File: src/hw/rtl/fdra_pkg.sv
// Shared types, constants and helpers for the FEM diffusion row assembler.
package fdra_pkg;

    localparam int GRID_W         = 32;
    localparam int ENTRY_W        = 48;
    localparam int IDX_W          = 10;
    localparam int CFG_IDX_W      = 2;
    localparam int OUT_FRAC       = 24;
    localparam int PROD_W         = 64;
    localparam int NUM_W          = PROD_W + OUT_FRAC;
    localparam int TERM_W         = 57;
    localparam int ACC_W          = 60;
    localparam int DIV3_RECIP     = 174763;    // ceil(2^19 / 3)
    localparam int DIV3_SHIFT     = 19;
    localparam int MAX_POINTS_DEF = 1024;
    localparam int FRAC_BITS_DEF  = 16;

    localparam logic [CFG_IDX_W-1:0] REG_SIGMA  = 2'd0;
    localparam logic [CFG_IDX_W-1:0] REG_GAMMA  = 2'd1;
    localparam logic [CFG_IDX_W-1:0] REG_LAMBDA = 2'd2;

    typedef enum logic [2:0] {
        TERM_D_LEFT,
        TERM_P_LEFT,
        TERM_D_RIGHT,
        TERM_P_RIGHT,
        TERM_DONE
    } term_t;

    typedef enum logic [2:0] {
        ST_IDLE,
        ST_DECIDE,
        ST_SEL,
        ST_MUL,
        ST_DIV_GO,
        ST_DIV_WAIT,
        ST_EMIT,
        ST_OUT_WAIT
    } state_t;

    typedef struct packed {
        logic  capture;
        logic  advance;
        logic  load_single;
        logic  load_row_a;
        logic  load_row_b;
        logic  mul_go;
        logic  div_start;
        logic  acc_go;
        logic  out_load;
        term_t term;
    } ctrl_cmd_t;

    typedef struct packed {
        logic first;
        logic item_last;
        logic has_l;
        logic has_r;
        logic row_last;
        logic skip;
        logic div_done;
        logic div_idle;
        logic out_taken;
    } dp_sts_t;

    // saturate an accumulator to the signed entry range
    function automatic logic [ENTRY_W-1:0] sat_entry(input logic [ACC_W-1:0] v);
        logic [ACC_W-ENTRY_W:0] top;
        logic [ENTRY_W-1:0]     res;
        top = v[ACC_W-1:ENTRY_W-1];
        if (top == '0 || top == '1)
            res = v[ENTRY_W-1:0];
        else if (v[ACC_W-1])
            res = {1'b1, {(ENTRY_W-1){1'b0}}};
        else
            res = {1'b0, {(ENTRY_W-1){1'b1}}};
        return res;
    endfunction

endpackage

File: src/hw/rtl/fdra_ctrl.sv
// Controller: sequences capture, row set-up, the four terms of a row and the output word.
module fdra_ctrl
    import fdra_pkg::*;
(
    input  logic      clk,
    input  logic      rst_n,
    input  logic      in_valid,
    output logic      in_ready,
    input  dp_sts_t   sts,
    output ctrl_cmd_t cmd
);

    state_t state_reg, state_next;
    term_t  term_reg, term_next;
    logic   present;

    assign present = ((term_reg == TERM_D_LEFT) || (term_reg == TERM_P_LEFT)) ? sts.has_l
                                                                              : sts.has_r;

    always_ff @(posedge clk or negedge rst_n)
    begin
        if (!rst_n)
        begin
            state_reg <= ST_IDLE;
            term_reg  <= TERM_D_LEFT;
        end
        else
        begin
            state_reg <= state_next;
            term_reg  <= term_next;
        end
    end

    always_comb
    begin
        state_next = state_reg;
        term_next  = term_reg;
        case (state_reg)
            ST_IDLE:
                if (in_valid)
                    state_next = ST_DECIDE;
            ST_DECIDE:
            begin
                term_next = TERM_D_LEFT;
                if (sts.first && !sts.item_last)
                    state_next = ST_IDLE;
                else
                    state_next = ST_SEL;
            end
            ST_SEL:
                if (term_reg == TERM_DONE)
                    state_next = ST_EMIT;
                else if (present)
                    state_next = ST_MUL;
                else
                    term_next = term_t'(term_reg + 3'd1);
            ST_MUL:
                state_next = ST_DIV_GO;
            ST_DIV_GO:
                if (sts.skip)
                begin
                    term_next  = term_t'(term_reg + 3'd1);
                    state_next = ST_SEL;
                end
                else
                    state_next = ST_DIV_WAIT;
            ST_DIV_WAIT:
                if (sts.div_done)
                begin
                    term_next  = term_t'(term_reg + 3'd1);
                    state_next = ST_SEL;
                end
            ST_EMIT:
                state_next = ST_OUT_WAIT;
            ST_OUT_WAIT:
                if (sts.out_taken)
                begin
                    if (!sts.row_last && sts.item_last)
                    begin
                        term_next  = TERM_D_LEFT;
                        state_next = ST_SEL;
                    end
                    else
                        state_next = ST_IDLE;
                end
            default:
                state_next = ST_IDLE;
        endcase
    end

    always_comb
    begin
        cmd      = '0;
        cmd.term = term_reg;
        in_ready = 1'b0;
        case (state_reg)
            ST_IDLE:
            begin
                in_ready    = 1'b1;
                cmd.capture = in_valid;
            end
            ST_DECIDE:
                if (sts.first && sts.item_last)
                    cmd.load_single = 1'b1;
                else if (sts.first)
                    cmd.advance = 1'b1;
                else
                    cmd.load_row_a = 1'b1;
            ST_MUL:
                cmd.mul_go = 1'b1;
            ST_DIV_GO:
                cmd.div_start = !sts.skip;
            ST_DIV_WAIT:
                cmd.acc_go = sts.div_done;
            ST_EMIT:
                cmd.out_load = 1'b1;
            ST_OUT_WAIT:
                if (sts.out_taken)
                begin
                    if (!sts.row_last && sts.item_last)
                        cmd.load_row_b = 1'b1;
                    else
                        cmd.advance = 1'b1;
                end
            default: ;
        endcase
    end

endmodule

File: config.mk
export PLATFORM = sky130hd
export DESIGN_NAME = fdra_ctrl
export DESIGN_NICKNAME = d
export VERILOG_FILES = /design/src/hw/rtl/fdra_pkg.sv /design/src/hw/rtl/fdra_ctrl.sv
export SDC_FILE = /design/constraint.sdc
export NUM_CORES = 1
export LEC_CHECK = 0
export BUFFER_PORTS_ARGS = -buffer_cell sky130_fd_sc_hd__buf_2
export CAP_MARGIN = 20
export CORE_MARGIN = 1.5
export CORE_UTILIZATION = 35
export DETAILED_ROUTE_END_ITERATION = 6
export HOLD_SLACK_MARGIN = 0.02
export SLEW_MARGIN = 20
export SYNTH_ARGS = -nofsm -noshare
export SYNTH_HDL_FRONTEND = slang
export SYNTH_SLANG_ARGS = --single-unit
File: constraint.sdc
create_clock -name clk -period 5.1 [get_ports clk]
set_input_delay 1.02 -clock clk [delete_from_list [all_inputs] [get_ports clk]]
set_output_delay 1.02 -clock clk [all_outputs]
set_load 0.1 [all_outputs]
==> summary.txt, run 1 <==
Status
  • Status: completed

Logic synthesis
  • Syn Nets: 94
  • Syn avg cell area: 7.93 sq um
  • Seq/Total Area, Yosys: 24.0%
  • Post-synth cell types: 41
  • Top-area cell type share of the netlist area: 24.0%
  • Top FF cell, synth: dfrtp_1
  • Synthesis Warnings: 0
  • Top cells by area, synth: dfrtp_1, ha_1, nor2_1
  • Post-synth ARST share: 100%
  • Area leader, netlist: dfrtp_1
  • Number of flops mapped to enable cells by yosys: 0
  • #FFs+latches synth: 6
  • Mapped Area: 627 sq um
  • Post-synth top cells: nor2_1, nand2_1, dfrtp_1, inv_1, nor3_1
  • Mapped Cells: 79
  • Most instantiated library cell after synthesis: nor2_1

Worst setup path
  • CP Data Required Time: 4080 ps
  • Worst Path Max Fanout: 2
  • Worst Setup Start Kind: primary input
  • Critical Path AT: 1940 ps
  • Critical path type: primary input to output port
  • Endpoint type of the worst setup path: output port

Die
  • Initial Util: 36.7%
  • DIE AREA: 0.00205 sq mm
  • Core area: 0.00171 sq mm
  • Die width: 45.3 microns
  • Row Count: 15
  • I/O Pins: 25
  • Die Y: 45.3 microns

Placement
  • Detail Placement HPWL: 1180 microns
  • PortBufs: 23
  • Cell Area, Placed: 757 sq um
  • Placer Congestion: 0.766

Cells and area
  • Nets: 118
  • Area Overhead vs Synth: 24.4%
  • Fraction of layout cells with a size suffix above 1: 31.7%
  • Final non-filler cell area: 779 sq um
  • Inserted Diodes: 0

GRT
  • Grt total ovfl: 0
  • Total track usage: 14.2%
  • Initial antenna violation count: 0
  • Pin count of the biggest net entering global routing: 18
  • First-pass GRT wire length: 2120 microns
  • Vias in the first global route: 516

Clock tree
  • H-tree Lvls: 1
  • # hold bufs at CTS: 0
  • Post-CTS setup buffers: 0
  • Root buf cell: clkbuf_4
  • Post-CTS sizing: 0
  • Clk sink count: 6
  • Clk_lat worst skew: 230 ps
  • Clock Path Buffers: 2
  • Clk pin slew, worst setup/hold paths: 40 ps
  • TritonCTS buffer count: 3
  • TritonCTS clock tree: yes

Timing
  • Clk_skew: 2.17 ps
  • WHS: 580 ps
  • Final min period: 2960 ps
  • Slew @ Worst Pin: 589 ps
  • Slew HR: 60.4%
  • Fmax achieved: 338 MHz
  • Final setup fails: 0
  • RSZ-0062 raised after global routing: false
  • Max-slew violations: 0
  • Final-report hold violation count: 0
  • Period utilisation layout: 58.0%
  • Setup TNS: 0 ps

Run
  • Max_cap viols: 0

Drt
  • DR top layer: met3
  • Vias after detailed routing: 647
  • Met2 WL: 682 microns
  • Vias per cell: 5.13
  • Routed met3 length: 21 microns
  • DR pass1 iterations: 3
  • DRT iter0 DRCs: 7
  • Routed Antenna Nets: 0
  • Wl on met1: 735 microns
  • Wire per inst: 11.4 microns
  • Final WL: 1440 microns
  • DRC: 0

Hold path
  • Worst Hold Class: flip-flop to flip-flop
## routing by layer
layer / track usage (%) / vias up
li1: - / 342
met1: 19.1 / 297
met2: 22.3 / 8
met3: 1.60 / 0
met4: 7.06 / 0
met5: 0 / -
## worst max-delay path, stage by stage
cell	delay (ps)
buf_2	100
and4b_1	270
and2_1	130
buf_2	410
## path summary, 6_finish.rpt
| kind | start | endpoint | slack, ps | cells past startpoint |
|---|---|---|---|---|
| max | sts[4] | cmd[7] | 2140 | 4 |
| min | term_reg[0] | term_reg[0] | 580 | 1 |
| max reg2reg | term_reg[0] | state_reg[1] | 3060 | 6 |
| min reg2reg | term_reg[0] | term_reg[0] | 580 | 1 |
| max in group asynchronous | rst_n | term_reg[1] | 4360 | 1 |
| min in group asynchronous | rst_n | state_reg[2] | 600 | 1 |
## area by class of cell
class | count | area (sq um)
clock buffer | 3 | 22.5
fill | 184 | 928
inverter | 5 | 18.8
multi-input combinational | 64 | 442
sequential | 6 | 150
tap | 25 | 31.3
timing repair buffer | 23 | 115
## layout by cell type, fill, tap and decap left out, types with 2 or more instances in the layout
master	Yosys	final
buf_2	0	23
nor2_1	9	9
nand2_1	8	8
dfrtp_1	6	6
inv_1	5	5
nor3_1	4	4
and2_1	3	3
nor2b_1	3	3
a21oi_1	3	3
ha_1	3	3
clkbuf_4	0	3
nand2b_1	2	2
o31ai_1	2	2
## kinds of logic after synthesis
family | share of synthesized area, %
AOI/OAI and AO/OA | 28.3
adders and majority gates | 5.99
buffers and inverters | 5.59
DFF | 24.0
and+or+nand+nor | 36.1
## per-stage QoR
stage               util, %  cells  setup WS (ps)
floorplan                 -     79            346
global placement       44.3    123           2140
detailed placement     44.3    123           2140
CTS                    45.6    126           2130
global route           45.6    126           2090
finish                 45.6    126           2140
Power of run 1 is not shown: default switching activity piles up to over one toggle a cycle in this logic, so the estimate is an artifact.
==> inputs of run 2 (changes only) <==
==> constraint.sdc (replaced) <==
create_clock -name clk -period 2.4 [get_ports clk]
set_input_delay 0.48 -clock clk [delete_from_list [all_inputs] [get_ports clk]]
set_output_delay 0.48 -clock clk [all_outputs]
set_load 0.1 [all_outputs]
==> summary.txt, run 2 (synthesis gave the netlist of run 1 again) <==
Clock tree
  • Post-CTS setup buffers: 0 (unchanged)
  • Clk_lat worst skew: 240 ps (about the same)
  • # hold bufs at CTS: 0 (unchanged)
  • H-tree Lvls: 1 (unchanged)
  • Clock Path Buffers: 2 (unchanged)
  • Root buf cell: clkbuf_4
  • Clk sink count: 6 (unchanged)
  • TritonCTS buffer count: 3 (unchanged)
  • Post-CTS sizing: 0 (unchanged)
  • Clk pin slew, worst setup/hold paths: 40 ps (about the same)
  • TritonCTS clock tree: yes

Timing
  • Period utilisation layout: 93.4%
  • Max-slew violations: 0 (unchanged)
  • WHS: 53.4 ps (-527 ps)
  • Fmax achieved: 446 MHz
  • Final setup fails: 0 (unchanged)
  • RSZ-0062 raised after global routing: false
  • Slew @ Worst Pin: 609 ps (+20.2 ps)
  • Final-report hold violation count: 0 (unchanged)
  • Slew HR: 59.1% (-1.4 points)
  • Final min period: 2240 ps
  • Clk_skew: 3.67 ps (+1.50 ps)

GRT
  • Grt total ovfl: 0 (unchanged)
  • First-pass GRT wire length: 2230 microns (+5.2%)
  • Initial antenna violation count: 0 (unchanged)
  • Total track usage: 14.9% (+0.74 points)
  • Pin count of the biggest net entering global routing: 17 (-1)
  • Vias in the first global route: 548 (+6.2%)

Cells and area
  • Area taken by multi-input logic gates: 467 sq um (+5.7%)
  • Nets: 120 (+1.7%)
  • Post-layout util: 48.4% (+2.7 points)
  • Final Instance Count excl. Fillers: 129 (+2.4%)
  • Fraction of layout cells with a size suffix above 1: 39.4% (+7.7 points)
  • Inserted Diodes: 0 (unchanged)
  • Final non-filler cell area: 826 sq um (+5.9%)
  • Area Overhead vs Synth: 31.7%
  • Most common cell after layout, fill and taps aside: buf_2
  • Fillers: 174 (-5.4%)
  • Register Area: 153 sq um (+1.7%)
  • Commonest cells after routing, fill and taps aside: buf_2, nand2_1, nor2_1

Drt
  • Routed Antenna Nets: 0 (unchanged)
  • DRC: 0 (unchanged)
  • DRT iter0 DRCs: 9 (+2)
  • Vias after detailed routing: 652 (+0.77%)
  • DR pass1 iterations: 4 (+1)
  • Final WL: 1420 microns (-1.5%)
  • Wire per inst: 11.0 microns (-3.8%)
  • Vias per cell: 5.05 (-1.6%)

Worst setup path
  • Critical path type: flip-flop to output port
  • CP peak stage delay: 640 ps (+230 ps)
  • Endpoint type of the worst setup path: output port
  • Worst Setup Start Kind: flip-flop
  • Critical Path AT: 1760 ps (-180 ps)
  • Bufs and invs on worst path: 1 (-1)
  • Worst Path Max Fanout: 16 (+14)
  • CP Data Required Time: 1920 ps (-2160 ps)
  • Top delay family on crit path: flip-flops
  • Crit path cell chain: and2_1, a22oi_1, nor2_2, buf_2
  • Crit-path slowest cell: dfrtp_1
  • R2R setup slack: 370 ps (-2690 ps)

Die
  • Die Y: 45.3 microns (unchanged)
  • Core area: 0.00171 sq mm (unchanged)
  • Row Count: 15 (unchanged)
  • Die width: 45.3 microns (unchanged)
  • I/O Pins: 25 (unchanged)
  • Initial Util: 36.7% (unchanged)
  • DIE AREA: 0.00205 sq mm (unchanged)

Placement
  • Placer Congestion: 0.732 (-4.4%)
  • Placed Instances: 125 (+1.6%)
  • Cell Area, Placed: 800 sq um (+5.6%)
  • PortBufs: 23 (unchanged)
  • Detail Placement HPWL: 1180 microns (about the same)

Status
  • Status: completed

Run
  • Max_cap viols: 0 (unchanged)

Hold path
  • Worst Hold Class: primary input to asynchronous set/reset pin
run 2: worst paths after layout:
path / startpoint / to / cells after the start
setup reg to reg: term_reg[0] / state_reg[1] / 6
max in group asynchronous: rst_n / term_reg[0] / 1
min in group clk: term_reg[0] / term_reg[0] / 1
hold reg to reg: term_reg[0] / term_reg[0] / 1
hold / removal: rst_n / state_reg[2] / 1
setup / recovery: state_reg[1] / cmd[10] / 4
run 2: final cells by class:
| cell class | instances | area share, % |
|---|---|---|
| Inverter | 5 | 2.27 |
| Clock buffer | 4 | 3.18 |
| Timing Repair Buffer | 25 | 15.8 |
| Tap cell | 25 | 3.79 |
| Multi-Input combinational cell | 64 | 56.5 |
| Sequential cell | 6 | 18.5 |
run 2: through the flow:
| stage | setup WS (ps) | TNS, ps |
|---|---|---|
| detailed placement | 373 | 0 |
| floorplan | -285 | -1260 |
| finish | 158 | 0 |
| CTS | 156 | 0 |
| global route | 29.5 | 0 |
| global placement | 389 | 0 |
run 2: per-layer routing:
metal / vias to the layer above / GRT usage, % / part of all wire (%)
met1: 295 / 21.1 / 50
met5: - / 0 / 0
met3: 0 / 2.40 / 3.2
li1: 345 / - / -
met2: 12 / 22.0 / 47
met4: 0 / 7.06 / 0
Power of run 2 is left out for the same reason.
==> inputs of run 3 (changes only) <==
--- a/config.mk
+++ b/config.mk
@@ -10,6 +10,7 @@
 export CORE_MARGIN = 1.5
 export CORE_UTILIZATION = 35
 export DETAILED_ROUTE_END_ITERATION = 6
+export GPL_TIMING_DRIVEN = 0
 export HOLD_SLACK_MARGIN = 0.02
 export SLEW_MARGIN = 20
 export SYNTH_ARGS = -nofsm -noshare
==> summary.txt, run 3 (synthesis gave the netlist of run 1 again) <==
Status
  • Status: completed

Timing
  • Period utilisation layout: 95.0% (+1.6 points)
  • Final min period: 2280 ps (+37.8 ps)
  • Slew HR: 62.0% (+2.9 points)
  • Fmax achieved: 439 MHz (-1.7%)
  • Slew @ Worst Pin: 566 ps (-43.1 ps)
  • WHS: 46.9 ps (-6.52 ps)
  • Final setup fails: 0 (unchanged)
  • Final-report hold violation count: 0 (unchanged)
  • Setup WS post-layout: 120 ps (-37.8 ps)
  • RSZ-0062 raised after global routing: false
  • Max-slew violations: 0 (unchanged)
  • Clk_skew: 6.49 ps (+2.83 ps)

Drt
  • DRT iter0 DRCs: 16 (+7)
  • Final WL: 1510 microns (+6.7%)
  • Wire per inst: 11.6 microns (+5.9%)
  • DR pass1 iterations: 4 (unchanged)
  • DRC: 0 (unchanged)
  • Vias per cell: 5.19 (+2.7%)
  • Vias after detailed routing: 675 (+3.5%)
  • Routed Antenna Nets: 0 (unchanged)

Worst setup path
  • CP peak stage delay: 430 ps (-210 ps)
  • Worst Setup Start Kind: flip-flop
  • Crit-path slowest cell: dfrtp_1
  • Critical Path AT: 1800 ps (+40 ps)
  • Critical path type: flip-flop to output port
  • Worst setup path start: state_reg[1]
  • R2r startpoint: term_reg[0]
  • Crit path cell chain: clkbuf_1, nor2b_1, and3_1, buf_2
  • Reg2Reg Depth: 6 (unchanged)
  • Worst Path Max Fanout: 10 (-6)
  • Endpoint type of the worst setup path: output port
  • CP Data Required Time: 1920 ps (about the same)
  • R2R setup slack: 380 ps (about the same)

Clock tree
  • TritonCTS clock tree: yes
  • # hold bufs at CTS: 0 (unchanged)
  • TritonCTS buffer count: 3 (unchanged)
  • Clk sink count: 6 (unchanged)
  • Root buf cell: clkbuf_4
  • Clk_lat worst skew: 240 ps (about the same)
  • Clk pin slew, worst setup/hold paths: 50 ps (about the same)
  • Post-CTS setup buffers: 0 (unchanged)
  • H-tree Lvls: 1 (unchanged)
  • Clock Path Buffers: 2 (unchanged)

GRT
  • Grt total ovfl: 0 (unchanged)
  • Pin count of the biggest net entering global routing: 18 (+1)
  • First-pass GRT wire length: 2350 microns (+5.3%)
  • Total track usage: 15.6% (+0.69 points)
  • Vias in the first global route: 575 (+4.9%)
  • Initial antenna violation count: 0 (unchanged)

Placement
  • Placer Congestion: 0.737 (+0.66%)
  • Pre-CTS setup slack: 245 ps (-128 ps)
  • PortBufs: 23 (unchanged)
  • Detail Placement HPWL: 1250 microns (+6.1%)

Die
  • Die width: 45.3 microns (unchanged)
  • Core area: 0.00171 sq mm (unchanged)
  • DIE AREA: 0.00205 sq mm (unchanged)
  • Row Count: 15 (unchanged)
  • Initial Util: 36.7% (unchanged)
  • I/O Pins: 25 (unchanged)
  • Die Y: 45.3 microns (unchanged)

Cells and area
  • Area Overhead vs Synth: 31.5%
  • Most common cell after layout, fill and taps aside: buf_2
  • Fraction of layout cells with a size suffix above 1: 39.0% (-0.38 points)
  • Inserted Diodes: 0 (unchanged)
  • Nets: 121 (+0.83%)
  • Commonest cells after routing, fill and taps aside: buf_2, nand2_1, nor2_1

Run
  • Max_cap viols: 0 (unchanged)

Hold path
  • Worst Hold Class: primary input to asynchronous set/reset pin
run 3: cell count changes in the layout (fill, tap and decap cells not counted):
cell	before	now
clkbuf_1	1	2
clkbuf_2	0	2
buf_4	2	0
run 3: metal layers:
layer  global-route usage [%]  up-vias  part of all wire (%)
li1                         -      349                     -
met4                     8.82        0                     0
met2                     21.7       25                    46
met3                     3.60        0                   5.5
met1                     21.9      301                    48
met5                        0        -                     0
run 3: what timing repair did:
action,CTS,global route
resized for setup,1,0
endpoints found under the setup margin,3,0
endpoints found under the hold margin,0,0
run 3: area by class of cell:
type / instances / area (sq um)
flip-flops and latches: 6 / 153
inverters: 5 / 18.8
plain buffers: 3 / 13.8
well taps: 25 / 31.3
repair buffers: 23 / 115
fillers: 170 / 883
clock buffers: 4 / 26.3
multi-input cells: 64 / 467
run 3: path summary, 6_finish.rpt:
path / to
min in group clk: term_reg[0]
setup / recovery: cmd[4]
setup reg to reg: state_reg[1]
max in group asynchronous: term_reg[1]
hold reg to reg: term_reg[0]
hold / removal: term_reg[2]
run 3: critical path, delay by kind of cell (launching register included):
family	cells	cell delay, ps
buf+inv	2	680
flops	1	430
simple gates	2	440
run 3: metrics by stage:
stage          area [sq um]  cells  setup TNS (ps)  utilization, %
2_1_floorplan           654     79           -1260               -
3_3_place_gp            801    127               0            46.9
3_5_place_dp            801    127               0            46.9
4_1_cts                 825    130               0            48.3
5_1_grt                 825    130               0            48.3
6_report                825    130               0            48.3
Power of run 3 is left out for the same reason.
